`config.mk`:
```
export PLATFORM = sky130hd
export DESIGN_NAME = cpkht_ctrl
export DESIGN_NICKNAME = d
export VERILOG_FILES = /design/src/rtl/cpkht_pkg.sv /design/src/rtl/cpkht_ctrl.sv
export SDC_FILE = /design/constraint.sdc
export NUM_CORES = 1
export LEC_CHECK = 0
export CAP_MARGIN = 25
export CORE_MARGIN = 5
export CORE_UTILIZATION = 50
export CTS_CLUSTER_SIZE = 25
export DETAILED_ROUTE_END_ITERATION = 16
export DONT_BUFFER_PORTS = 1
export PLACE_DENSITY = 0.76
export SLEW_MARGIN = 20
export SYNTH_ARGS = -nofsm -noshare
export SYNTH_HDL_FRONTEND = slang
export SYNTH_SLANG_ARGS = --single-unit
```
`constraint.sdc`:
```
create_clock -name i_clk -period 2.3 [get_ports i_clk]
set_input_delay 0.115 -clock i_clk [delete_from_list [all_inputs] [get_ports i_clk]]
set_output_delay 0.115 -clock i_clk [all_outputs]
set_load 0.05 [all_outputs]
```
`src/rtl/cpkht_pkg.sv`:
```
package cpkht_pkg;

    localparam int MAX_BUCKETS = 1024;
    localparam int POOL_NODES  = 1024;
    localparam int KEY_BITS    = 20;
    localparam int BKT_W       = $clog2(MAX_BUCKETS);
    localparam int NODE_W      = $clog2(POOL_NODES);
    localparam int PTR_W       = NODE_W + 1;
    localparam int CNT_W       = 11;
    localparam int HASH_W      = KEY_BITS + 6;
    localparam int KEY_W       = 2 * KEY_BITS;
    localparam logic [PTR_W-1:0] NIL = PTR_W'(POOL_NODES);

    localparam logic [1:0] OP_INSERT = 2'd0;
    localparam logic [1:0] OP_LOOKUP = 2'd1;
    localparam logic [1:0] OP_DELETE = 2'd2;
    localparam logic [1:0] OP_UNUSED = 2'd3;

    localparam logic [1:0] ST_DONE     = 2'd0;
    localparam logic [1:0] ST_NOTFOUND = 2'd1;
    localparam logic [1:0] ST_FULL     = 2'd2;

    typedef struct packed {
        logic [1:0]  operation;
        logic [19:0] key_first;
        logic [19:0] key_second;
        logic [63:0] payload_theta;
        logic [63:0] payload_phi;
        logic [63:0] payload_pa;
        logic [63:0] payload_pb;
    } t_in_item;

    typedef struct packed {
        logic [1:0]  status;
        logic [63:0] found_theta;
        logic [63:0] found_phi;
        logic [63:0] found_pa;
        logic [63:0] found_pb;
        logic [10:0] total_entries;
    } t_out_item;

    // controller -> datapath
    typedef struct packed {
        logic load;       // capture input item
        logic mod_start;
        logic head_rd;    // read bucket head
        logic node_rd;    // read node at cur
        logic step;       // prev<=cur, cur<=link
        logic set_cur;    // cur<=head
        logic ins_commit;
        logic del_commit;
        logic res_load;
        logic [1:0] res_status;
        logic res_payload;
        logic clr_wr;
    } t_cmd;

    // datapath -> controller
    typedef struct packed {
        logic       mod_done;
        logic [1:0] op;
        logic       cur_nil;
        logic       key_hit;
        logic       pool_full;
        logic       clr_last;
    } t_sts;

endpackage

```
`src/rtl/cpkht_ctrl.sv`:
```
module cpkht_ctrl (
    input  logic            i_clk,
    input  logic            i_rst_n,
    input  logic            i_in_valid,
    output logic            o_in_stall,
    output logic            o_out_valid,
    input  logic            i_out_stall,
    output cpkht_pkg::t_cmd o_cmd,
    input  cpkht_pkg::t_sts i_sts
);
    localparam logic [3:0] S_CLR  = 4'd0;
    localparam logic [3:0] S_IDLE = 4'd1;
    localparam logic [3:0] S_MOD  = 4'd2;
    localparam logic [3:0] S_HRD  = 4'd3;
    localparam logic [3:0] S_HWT  = 4'd4;
    localparam logic [3:0] S_WALK = 4'd5;
    localparam logic [3:0] S_CMP  = 4'd6;
    localparam logic [3:0] S_RES  = 4'd7;
    localparam logic [3:0] S_INS  = 4'd8;
    localparam logic [3:0] S_DEL  = 4'd9;
    localparam logic [3:0] S_STEP = 4'd10;

    logic [3:0] r_state, n_state;
    logic r_ov, n_ov;
    logic [1:0] r_ost;
    logic accept;

    assign o_out_valid = r_ov;
    assign o_in_stall = (r_state != S_IDLE);
    assign accept = i_in_valid && !o_in_stall;

    always_comb begin
        o_cmd = '0;
        n_state = r_state;
        n_ov = r_ov && i_out_stall;
        case (r_state)
            S_CLR: begin
                o_cmd.clr_wr = 1'b1;
                if (i_sts.clr_last) begin
                    n_state = S_IDLE;
                end
            end
            S_IDLE: begin
                if (accept) begin
                    o_cmd.load = 1'b1;
                    n_state = S_MOD;
                end
            end
            S_MOD: begin
                o_cmd.mod_start = 1'b1;
                n_state = S_HRD;
            end
            S_HRD: begin
                if (i_sts.mod_done) begin
                    n_state = S_HWT;
                end
            end
            S_HWT: begin
                if (i_sts.op == cpkht_pkg::OP_INSERT) begin
                    if (i_sts.pool_full) begin
                        o_cmd.res_status = cpkht_pkg::ST_FULL;
                        n_state = S_RES;
                    end else begin
                        n_state = S_INS;
                    end
                end else if (i_sts.op == cpkht_pkg::OP_LOOKUP
                          || i_sts.op == cpkht_pkg::OP_DELETE) begin
                    o_cmd.set_cur = 1'b1;
                    n_state = S_WALK;
                end else begin
                    n_state = S_RES;
                end
            end
            S_WALK: begin
                if (i_sts.cur_nil) begin
                    n_state = S_RES;
                end else begin
                    o_cmd.node_rd = 1'b1;
                    n_state = S_CMP;
                end
            end
            S_CMP: begin
                o_cmd.node_rd = 1'b1;
                if (i_sts.key_hit) begin
                    n_state = (i_sts.op == cpkht_pkg::OP_DELETE) ? S_DEL : S_RES;
                end else begin
                    o_cmd.step = 1'b1;
                    n_state = S_STEP;
                end
            end
            S_STEP: begin
                n_state = S_WALK;
            end
            S_INS: begin
                o_cmd.ins_commit = 1'b1;
                n_state = S_RES;
            end
            S_DEL: begin
                o_cmd.del_commit = 1'b1;
                n_state = S_RES;
            end
            S_RES: begin
                if (!(r_ov && i_out_stall)) begin
                    o_cmd.res_load = 1'b1;
                    o_cmd.res_status = r_ost;
                    o_cmd.res_payload = (i_sts.op == cpkht_pkg::OP_LOOKUP)
                                     && (r_ost == cpkht_pkg::ST_DONE);
                    n_ov = 1'b1;
                    n_state = S_IDLE;
                end
            end
            default: n_state = S_IDLE;
        endcase
    end

    always_ff @(posedge i_clk) begin
        if (!i_rst_n) begin
            r_state <= S_CLR;
            r_ov <= 1'b0;
            r_ost <= cpkht_pkg::ST_DONE;
        end else begin
            r_state <= n_state;
            r_ov <= n_ov;
            if (r_state == S_HWT) begin
                if (i_sts.op == cpkht_pkg::OP_INSERT && i_sts.pool_full) begin
                    r_ost <= cpkht_pkg::ST_FULL;
                end else begin
                    r_ost <= cpkht_pkg::ST_DONE;
                end
            end else if (r_state == S_WALK && i_sts.cur_nil) begin
                r_ost <= cpkht_pkg::ST_NOTFOUND;
            end
        end
    end
endmodule

```
Yosys cells after proc, flatten, opt, wreduce, memory -nomap -nowiden
Index checks and enable logic that the tools add are counted.
{"block": "word_totals", "out_inout_bits": 15, "regBits": 7, "in_bits": 11, "elab_cells": 67}
{"block": "classes", "n_eq_ne": 17, "n_reduce_logical": 13, "mux": 34}
{"operator": "one-hot mux 4 bit (10 select lines)", "count": 1}
{"operator": "2-to-1 mux 4 bit", "count": 9}
{"operator": "equality test 4 x 3 -> 1 bit (second input constant)", "count": 4}
{"operator": "2-to-1 mux 1 bit", "count": 16}
{"operator": "equality test 4 bit (second input constant)", "count": 3}
{"operator": "2-to-1 mux 2 bit", "count": 6}
{"operator": "equality test 4 x 2 -> 1 bit (second input constant)", "count": 2}
{"operator": "!= test 2 bit (second input constant)", "count": 4}
{"operator": "logical AND 1 bit", "count": 5}
{"operator": "equality test 4 x 1 -> 1 bit (second input constant)", "count": 1}
{"operator": "zero test 2 bit", "count": 2}
{"operator": "zero test 4 bit", "count": 1}
{"operator": "!= test 4 x 1 -> 1 bit (second input constant)", "count": 1}
{"operator": "one-hot mux 2 bit (2 select lines)", "count": 1}
{"operator": "AND reduction 4 bit", "count": 1}
{"operator": "equality test 2 x 1 -> 1 bit (second input constant)", "count": 1}
{"operator": "equality test 2 bit (second input constant)", "count": 1}
{"operator": "one-hot mux 1 bit (2 select lines)", "count": 1}
{"operator": "nonzero test 2 bit", "count": 1}
{"operator": "OR reduction 2 bit", "count": 1}
{"operator": "zero test 1 bit", "count": 1}
{"operator": "logical OR 1 bit", "count": 1}

Logic depth before layout (Yosys ltp)
Gate-level depths: netlist (run 1).
{"block": "depth", "word_depth": 5, "ltp_mapped": 6, "depth_no_buf": 6}

Worst setup path before layout (run 1)
Ideal clock, no wire load.
{"block": "synth_path", "path_kind": "reg2reg", "from": "register r_state[3]", "to": "register r_state[0]", "path_stages_with_launch": 6, "setup_time_ns": 0.060, "required_ns": 2.240, "n_path_buf": 1, "arrival_time_ns": 2.579, "slack_ns": -0.339, "synth_period_minus_slack_ns": 2.639, "path_cell_list": "dfxtp_1 -> buf_6 -> nor4_1 -> a21oi_1 -> o2111ai_2 -> o311a_1"}
{"block": "synth_via", "elab_chain_cells": 5, "elab_cells_between_ends": 21, "classes_between": "eq/ne: 15; mux: 1; reduce/logical: 5"}
{"item": "start: declaration", "line": "cpkht_ctrl.sv:23", "rtl": "logic [3:0] r_state, n_state;"}
{"item": "start signal: assignment", "line": "cpkht_ctrl.sv:122", "rtl": "r_state <= n_state;"}
{"item": "!= test 4 x 1 -> 1 bit", "line": "cpkht_ctrl.sv:29", "rtl": "assign o_in_stall = (r_state != S_IDLE);"}
{"item": "zero test 1 bit", "line": "cpkht_ctrl.sv:30", "rtl": "assign accept = i_in_valid && !o_in_stall;"}
{"item": "logical AND 1 bit", "line": "cpkht_ctrl.sv:30"}
{"item": "!= test 2 bit (no line)"}
{"item": "AND reduction 4 bit (no line)"}
Parallel ways exist; a longest one is shown, timed or not.
A chain may end at the register's enable or synchronous reset.

==> results.py, run 1 <==
metrics = {
    "final_layout": {
        "stdcell_area_um2": 833.3,
        "drive_gt1_frac": 0.2700,
        "syn_to_final_growth_pct": 18.29,
        "nets": 116,
        "diodes": 0,
    },
    "clock_network": {
        "cts_root_buf": "clkbuf_4",
        "cts.htree.levels": 1,
        "path_clk_slew_ns": 0.06,
        "clk_path_buf_depth": 2,
        "cts_made_buffers": 3,
        "clock_latency_ns": 0.26,
        "cts_tree": "done",
        "cts.sinks": 7,
        "post-cts-setup-buffers": 0,
    },
    "die": {
        "ios": 26,
        "rows": 13,
        "die_w_um": 47.54,
        "dieHeight_um": 47.54,
        "die_area_um2": 2260,
        "core_area_um2": 1318,
        "initial_utilization": 0.5347,
    },
    "power_and_ir_drop": {
        "peakVddDrop_mv": 0.3131,
        "total_power_w": 0.0003493,
        "p_leak_nw": 0.3441,
        "p_per_area_nw_per_um2": 419.1,
    },
    "synth": {
        "synth-edff-count": 0,
        "synth_ff_type": "dfxtp_1",
        "syn_inst": 91,
        "ys_seq_area_frac": 0.1989,
        "synth_seq_cells": 7,
        "synth_top_area_share": 0.1989,
        "synthesis.nets": 106,
        "synth_area_leaders": "dfxtp_1, ha_1, a21oi_1, nor2_1, or4b_4",
        "synth_cell_types": 42,
        "synthTopCellsByCount": "nor2_1, a21oi_1, dfxtp_1, nand2_1, inv_1",
        "synth_area_leader_cell": "dfxtp_1",
        "syn_area_um2": 704.4,
        "synth_most_common_cell": "nor2_1",
        "syn_area_per_cell_um2": 7.741,
        "ys_warn_count": 0,
        "async_reset_ff_frac": 0,
    },
    "sta": {
        "setup_viol": 0,
        "finalHoldViolCount": 0,
        "fin_tns_setup_ns": 0,
        "tightest_slew_ns": 0.5349,
        "hold-worst-slack_ns": 0.03019,
        "finalMaxSlewViolations": 0,
        "relSlewSlack": 0.6429,
        "finClkSkew_ns": 0.005287,
        "final_min_period_over_clock_period": 0.8539,
        "period_needed_ns": 1.964,
        "max_freq_mhz": 509.2,
        "rsz0062_at_grt": "no",
    },
    "global_route": {
        "gr-total-overflow": 0,
        "grt_max_degree": 16,
        "first_global_vias": 659,
        "grt_usage": 0.1654,
        "grt_pass1_wl_mm": 2.663,
        "antenna_found_initial": 0,
    },
    "routing": {
        "num_vias": 692,
        "routed_wirelength_mm": 1.651,
        "vias_per_cell": 6.017,
        "wire_per_inst_um": 14.36,
        "first_iter_violations": 30,
        "firstDrtPassIters": 4,
        "ant_nets": 0,
        "drc": 0,
    },
    "critical_path": {
        "critPathRequiredTime_ns": 2.18,
        "critPathMaxFanout": 15,
        "critPathKind": "flop to output port",
        "crit_path_start_kind": "flop",
        "crit_path_end_kind": "output port",
        "cp.arrival_ns": 1.85,
    },
    "min_path": {
        "min_path_type": "input pin to flop",
    },
    "place": {
        "dp_hpwl_mm": 1.253,
        "placed_cell_area_um2": 797.0,
        "portBuffers": 0,
        "gp_congestion": 0.8203,
    },
    "job": {
        "maxCapViolCount": 0,
    },
    "run_status": {
        "status": "finished clean",
    },
}
## registers in the layout, indices dropped and copies added, names as in the netlist
name and cells:
o_out_valid 1, r_state 4, r_ost 2
## metal layers
layer,share of wire,track usage
met1,0.43,0.1951
met2,0.47,0.2888
met3,0.095,0.03759
met4,0.0097,0.06452
met5,0,0
## critical path: stages, from the launching register on
cell	delay, ns
dfxtp_1	0.60
nand4b_1	0.28
a21oi_1	0.31
and3_1	0.25
buf_12	0.15
## power breakdown
| part | total [W] | internal [W] | switching (W) |
|---|---|---|---|
| clock network | 0.000117 | 0.0000665 | 0.0000501 |
| logic | 0.0000975 | 0.0000336 | 0.0000639 |
| registers | 0.000135 | 0.000125 | 0.0000105 |
| total | 0.000349 | 0.000225 | 0.000124 |
## cells in the final DEF, fill, tap and decap left out, types with 2 or more instances in the layout
cell	instances
nor2_1	9
nand2_1	7
a21oi_1	7
dfxtp_1	7
buf_4	7
inv_1	5
ha_1	4
nand2b_1	3
nor3_1	3
nand3_1	3
and2_1	3
a211oi_1	3
clkbuf_4	3
buf_12	3
or2_2	2
or4b_4	2
and3_1	2
a21o_1	2
## layout make-up
class / instances / area [µm²]
timing repair buffer: 11 / 122.6
inverter: 5 / 18.77
multi-input combinational: 73 / 506.7
sequential: 7 / 140.1
clock buffer: 4 / 26.28
tap: 15 / 18.77
fill: 112 / 484.2
## path summary, 6_finish.rpt
kind | slack, ns | endpoint | cells after the start | from
setup / recovery | 0.34 | o_cmd[1] | 4 | r_state[1]
hold / removal | 0.03 | r_ost[1] | 2 | i_sts[1]
setup reg to reg | 0.47 | r_state[0] | 4 | r_state[0]
hold reg to reg | 0.49 | r_ost[0] | 2 | r_ost[0]
## stage by stage
| step | utilization | instances | setup WS, ns |
|---|---|---|---|
| floorplan | - | 91 | 0.01443 |
| global placement | 0.6049 | 110 | 0.5349 |
| detailed placement | 0.6049 | 110 | 0.4805 |
| CTS | 0.6325 | 115 | 0.3389 |
| global route | 0.6325 | 115 | 0.1690 |
| finish | 0.6325 | 115 | 0.3361 |
## cells by family (layout without fill, tap and decap cells)
kind of cell    after synthesis  in the layout  synth area share
compound gates               23             23            0.2540
simple gates                 45             45            0.3801
other cells                   1              1          0.005323
flops                         7              7            0.1989
fa+ha+maj                     4              4           0.07105
buf+inv                      11             20           0.09058
## repair_timing
item	in CTS	in global routing
endpoints found under the setup margin	0	0
gates resized for setup	0	0
hold endpoints to repair	1	0
hold buffers	1	0
No activity file was read; power rests on OpenSTA's default activity.
==> run 2: changes to the inputs <==
- CELL_PAD_IN_SITES_DETAIL_PLACEMENT: not set -> 0
- CELL_PAD_IN_SITES_GLOBAL_PLACEMENT: not set -> 1
- CORE_UTILIZATION: 50 -> 45
- PLACE_DENSITY: 0.76 -> 0.91
- SKIP_LAST_GASP: not set -> 1
- SLEW_MARGIN: 20 -> not set
==> run 2 against run 1 <==
Sequential share of layout area hardly changed. Maximum frequency is 2.7% lower. Cell count is 0.87% higher. Highest routed layer is now met3.
==> results.py, run 2 (synthesis results as in run 1) <==
metrics = {
    "run_status": {
        "status": "finished clean",
    },
    "routing": {
        "drc": 0,
        "firstDrtPassIters": 4,
        "highest_layer": "met3",
        "ant_nets": 0,
        "vias_per_cell": 5.707,
        "wire_per_inst_um": 13.73,
        "met2_length_um": 738,
        "num_vias": 662,
        "first_iter_violations": 8,
        "met1Wirelength_um": 769,
        "met3WireLength_um": 85,
        "routed_wirelength_mm": 1.593,
    },
    "clock_network": {
        "clk_path_buf_depth": 2,
        "cts.htree.levels": 1,
        "cts.sinks": 7,
        "cts_made_buffers": 3,
        "cts_tree": "done",
        "cts_root_buf": "clkbuf_4",
        "clock_latency_ns": 0.24,
        "post-cts-setup-buffers": 0,
        "path_clk_slew_ns": 0.05,
    },
    "final_layout": {
        "diodes": 0,
        "drive_gt1_frac": 0.2700,
        "largest-register": "r_state",
        "syn_to_final_growth_pct": 18.47,
        "final_common_cell": "nor2_1",
        "largest_reg_flops": 4,
        "most-common-layout-cells": "nor2_1, nand2_1, a21oi_1, dfxtp_1, buf_4",
        "seq_area_um2": 140.1,
        "fillers": 149,
        "stdcell_count": 116,
        "multi_input_area_um2": 506.7,
        "stdcell_area_um2": 834.6,
        "nets": 116,
    },
    "place": {
        "placed_cell_area_um2": 798.3,
        "gp_congestion": 0.8289,
        "portBuffers": 0,
        "dp_hpwl_mm": 1.270,
        "dp.cells": 111,
    },
    "critical_path": {
        "r2r_end": "r_state[0]",
        "reg2regPathDepth": 4,
        "r2r_slack_ns": 0.48,
        "max_stage_delay_ns": 0.59,
        "critPathKind": "flop to output port",
        "crit_path_end_kind": "output port",
        "cp.arrival_ns": 1.90,
        "critPathRequiredTime_ns": 2.18,
        "path_cells": "nor4b_1 > and2_1",
        "critPathMaxFanout": 15,
        "reg2reg_from": "r_state[0]",
        "cp_slowest_cell": "dfxtp_1",
        "crit_path_start_kind": "flop",
    },
    "power_and_ir_drop": {
        "peakVddDrop_mv": 0.2094,
        "p_switching_w": 0.0001166,
        "p_sw_frac": 0.3419,
        "p_leak_nw": 0.3441,
        "pwr-share-seq": 0.396,
        "comb_power_share": 0.283,
        "p_clk_frac": 0.321,
        "internal_power_w": 0.0002244,
        "p_per_area_nw_per_um2": 408.6,
    },
    "sta": {
        "setup_viol": 0,
        "period_needed_ns": 2.018,
        "final_min_period_over_clock_period": 0.8775,
        "finClkSkew_ns": 0.001026,
        "finalHoldViolCount": 0,
        "relSlewSlack": 0.6269,
        "max_freq_mhz": 495.5,
        "fin_tns_setup_ns": 0,
        "hold-worst-slack_ns": 0.04299,
        "tightest_slew_ns": 0.5518,
        "rsz0062_at_grt": "no",
        "finalMaxSlewViolations": 0,
    },
    "die": {
        "dieHeight_um": 49.57,
        "die_w_um": 49.57,
        "die_area_um2": 2457,
        "rows": 14,
        "core_area_um2": 1489,
        "ios": 26,
        "initial_utilization": 0.4731,
    },
    "min_path": {
        "hold_depth": 2,
        "min_path_type": "input pin to flop",
        "hold_end": "r_ost[1]",
        "hp-start": "i_sts[1]",
    },
    "global_route": {
        "grt_usage": 0.1278,
        "gr-total-overflow": 0,
        "grt_max_degree": 16,
        "first_global_vias": 619,
        "grt_pass1_wl_mm": 2.615,
        "antenna_found_initial": 0,
    },
    "job": {
        "maxCapViolCount": 0,
    },
}
run 2: cell counts in the layout (fill, tap and decap cells not counted):
No cell type changed its count.
run 2: worst max-delay path by stage:
stage                          start          to  slack (ns)  cells after the start
after floorplan           r_state[0]    o_cmd[1]        0.01                      4
after global routing      r_state[2]    o_cmd[7]        0.14                      2
after global placement    r_state[0]  r_state[0]        0.54                      4
after detailed placement  r_state[0]  r_state[0]        0.51                      4
final                     r_state[2]    o_cmd[7]        0.28                      2
after CTS                 r_state[2]    o_cmd[7]        0.26                      2
run 2: metal layers:
layer,vias up,global-route usage
met1,306,0.1775
met3,0,0.03313
met2,14,0.1907
met5,-,0
met4,0,0.03930
li1,342,-
run 2: cell type report:
class / count / area share
Clock buffer: 4 / 0.03148
Inverter: 5 / 0.02249
Multi-Input combinational cell: 73 / 0.6072
Sequential cell: 7 / 0.1679
Tap cell: 16 / 0.02399
Timing Repair Buffer: 11 / 0.1469
run 2: metrics by stage:
step / total power [W] / setup slack (ns) / utilization
after CTS: 0.0003473 / 0.2597 / 0.5605
after global placement: 0.0002307 / 0.5388 / 0.5361
after floorplan: 0.0002214 / 0.01443 / -
after detailed placement: 0.0002322 / 0.5055 / 0.5361
final: 0.0003410 / 0.2816 / 0.5605
after global routing: 0.0003663 / 0.1420 / 0.5605
run 2: power groups by stage:
stage                     Combinational (W)  Sequential (W)  Clock (W)
after floorplan                   0.0000917        0.000130          0
final                             0.0000964        0.000135   0.000109
after global placement            0.0000941        0.000137          0
after CTS                         0.0000968        0.000135   0.000116
after global routing               0.000105        0.000136   0.000126
after detailed placement          0.0000951        0.000137          0
run 2: worst max-delay path: cells and delay by family (launching register included):
| family | cells | cell delay, ns |
|---|---|---|
| and+or+nand+nor | 2 | 1.06 |
| DFF | 1 | 0.59 |
run 2: timing repair:
action,CTS,global route
setup endpoints to repair,0,0
resized for setup,0,0
endpoints found under the hold margin,1,0
hold buffers,1,0
==> run 3: changes to the inputs <==
- GPL_ROUTABILITY_DRIVEN: not set -> 1
- MAX_ROUTING_LAYER: not set -> met4
==> run 3 against run 2 <==
Maximum frequency is essentially flat. Core utilization is the same. Cell count is the same. Power grew 0.23%. Non-clock buffer count is the same. Combinational power is essentially flat. Sequential share of layout area is the same. Clock power is essentially flat. Final area is the same. Critical path type unchanged.
==> results.py, run 3 (synthesis results as in run 1) <==
metrics = {
    "sta": {
        "finalHoldViolCount": 0,
        "fin_tns_setup_ns": 0,
        "finalMaxSlewViolations": 0,
        "tightest_slew_ns": 0.5526,
        "relSlewSlack": 0.6264,
        "period_needed_ns": 2.020,
        "rsz0062_at_grt": "no",
        "finClkSkew_ns": 0.0006627,
        "hold-worst-slack_ns": 0.04137,
        "max_freq_mhz": 495.2,
        "final_min_period_over_clock_period": 0.8781,
        "setup_viol": 0,
    },
    "clock_network": {
        "cts_root_buf": "clkbuf_4",
        "path_clk_slew_ns": 0.05,
        "cts.htree.levels": 1,
        "clk_path_buf_depth": 2,
        "cts_tree": "done",
        "post-cts-setup-buffers": 0,
        "cts.sinks": 7,
        "cts_made_buffers": 3,
        "clock_latency_ns": 0.25,
    },
    "die": {
        "initial_utilization": 0.4731,
        "rows": 14,
        "dieHeight_um": 49.57,
        "ios": 26,
        "die_area_um2": 2457,
        "core_area_um2": 1489,
        "die_w_um": 49.57,
    },
    "power_and_ir_drop": {
        "p_per_area_nw_per_um2": 409.5,
        "p_leak_nw": 0.3441,
        "peakVddDrop_mv": 0.2116,
    },
    "critical_path": {
        "cp.arrival_ns": 1.90,
        "critPathRequiredTime_ns": 2.18,
        "crit_path_start_kind": "flop",
        "critPathMaxFanout": 15,
        "crit_path_end_kind": "output port",
        "critPathKind": "flop to output port",
    },
    "final_layout": {
        "stdcell_count": 116,
        "diodes": 0,
        "largest-register": "r_state",
        "drive_gt1_frac": 0.2700,
        "syn_to_final_growth_pct": 18.47,
        "fin_util": 0.5605,
        "largest_reg_flops": 4,
        "most-common-layout-cells": "nor2_1, nand2_1, a21oi_1, dfxtp_1, buf_4",
        "nets": 116,
        "final_common_cell": "nor2_1",
    },
    "min_path": {
        "min_path_type": "input pin to flop",
    },
    "routing": {
        "met2_length_um": 739,
        "ant_nets": 0,
        "met1Wirelength_um": 766,
        "num_vias": 663,
        "firstDrtPassIters": 4,
        "first_iter_violations": 10,
        "drc": 0,
        "wire_per_inst_um": 13.72,
        "met3WireLength_um": 86,
        "highest_layer": "met3",
        "routed_wirelength_mm": 1.591,
        "vias_per_cell": 5.716,
    },
    "global_route": {
        "grt_max_degree": 16,
        "first_global_vias": 619,
        "grt_pass1_wl_mm": 2.628,
        "grt_usage": 0.1319,
        "gr-total-overflow": 0,
        "antenna_found_initial": 0,
    },
    "place": {
        "dp.cells": 111,
        "gp_congestion": 0.8414,
        "portBuffers": 0,
        "dp_hpwl_mm": 1.270,
    },
    "run_status": {
        "status": "finished clean",
    },
    "job": {
        "maxCapViolCount": 0,
    },
}
==> run 3: power by group <==
group / internal, W / switching, W
Clock: 0.0000661 / 0.0000441
Combinational: 0.0000336 / 0.0000628
Sequential: 0.000125 / 0.0000105
Total: 0.000224 / 0.000117
==> run 3: routing by layer <==
metal  up-vias  GRT usage
met2        14     0.1907
met3         0    0.03313
li1        342          -
met1       307     0.1793
met5         -          -
met4         0    0.03930
==> run 3: layout make-up <==
| class | instances | area [µm²] |
|---|---|---|
| Fill cell | 149 | 654.4 |
| Timing Repair Buffer | 11 | 122.6 |
| Sequential cell | 7 | 140.1 |
| Clock buffer | 4 | 26.28 |
| Multi-Input combinational cell | 73 | 506.7 |
| Inverter | 5 | 18.77 |
| Tap cell | 16 | 20.02 |
==> run 3: metrics by stage <==
stage                     total power [W]  instance area [µm²]  setup WS [ns]
after global routing            0.0003663                834.6         0.1420
after detailed placement        0.0002322                798.3         0.5055
after global placement          0.0002307                798.3         0.5388
final                           0.0003418                834.6         0.2805
after CTS                       0.0003473                834.6         0.2597
after floorplan                 0.0002214                710.7        0.01443
==> run 3: critical path, stage by stage, from the launching register on <==
cell and delay, ns:
dfxtp_1 0.59, nor4b_1 0.53, and2_1 0.53
==> run 3: path summary, 6_finish.rpt <==
kind	start	to	slack (ns)	cells past startpoint
min reg2reg	r_ost[0]	r_ost[0]	0.47	2
max	r_state[2]	o_cmd[7]	0.28	2
max reg2reg	r_state[0]	r_state[0]	0.48	4
min	i_sts[1]	r_ost[1]	0.04	2
==> run 3: what timing repair did <==
action	CTS	global route
hold endpoints to repair	1	0
hold buffers	1	0
gates resized for setup	0	0
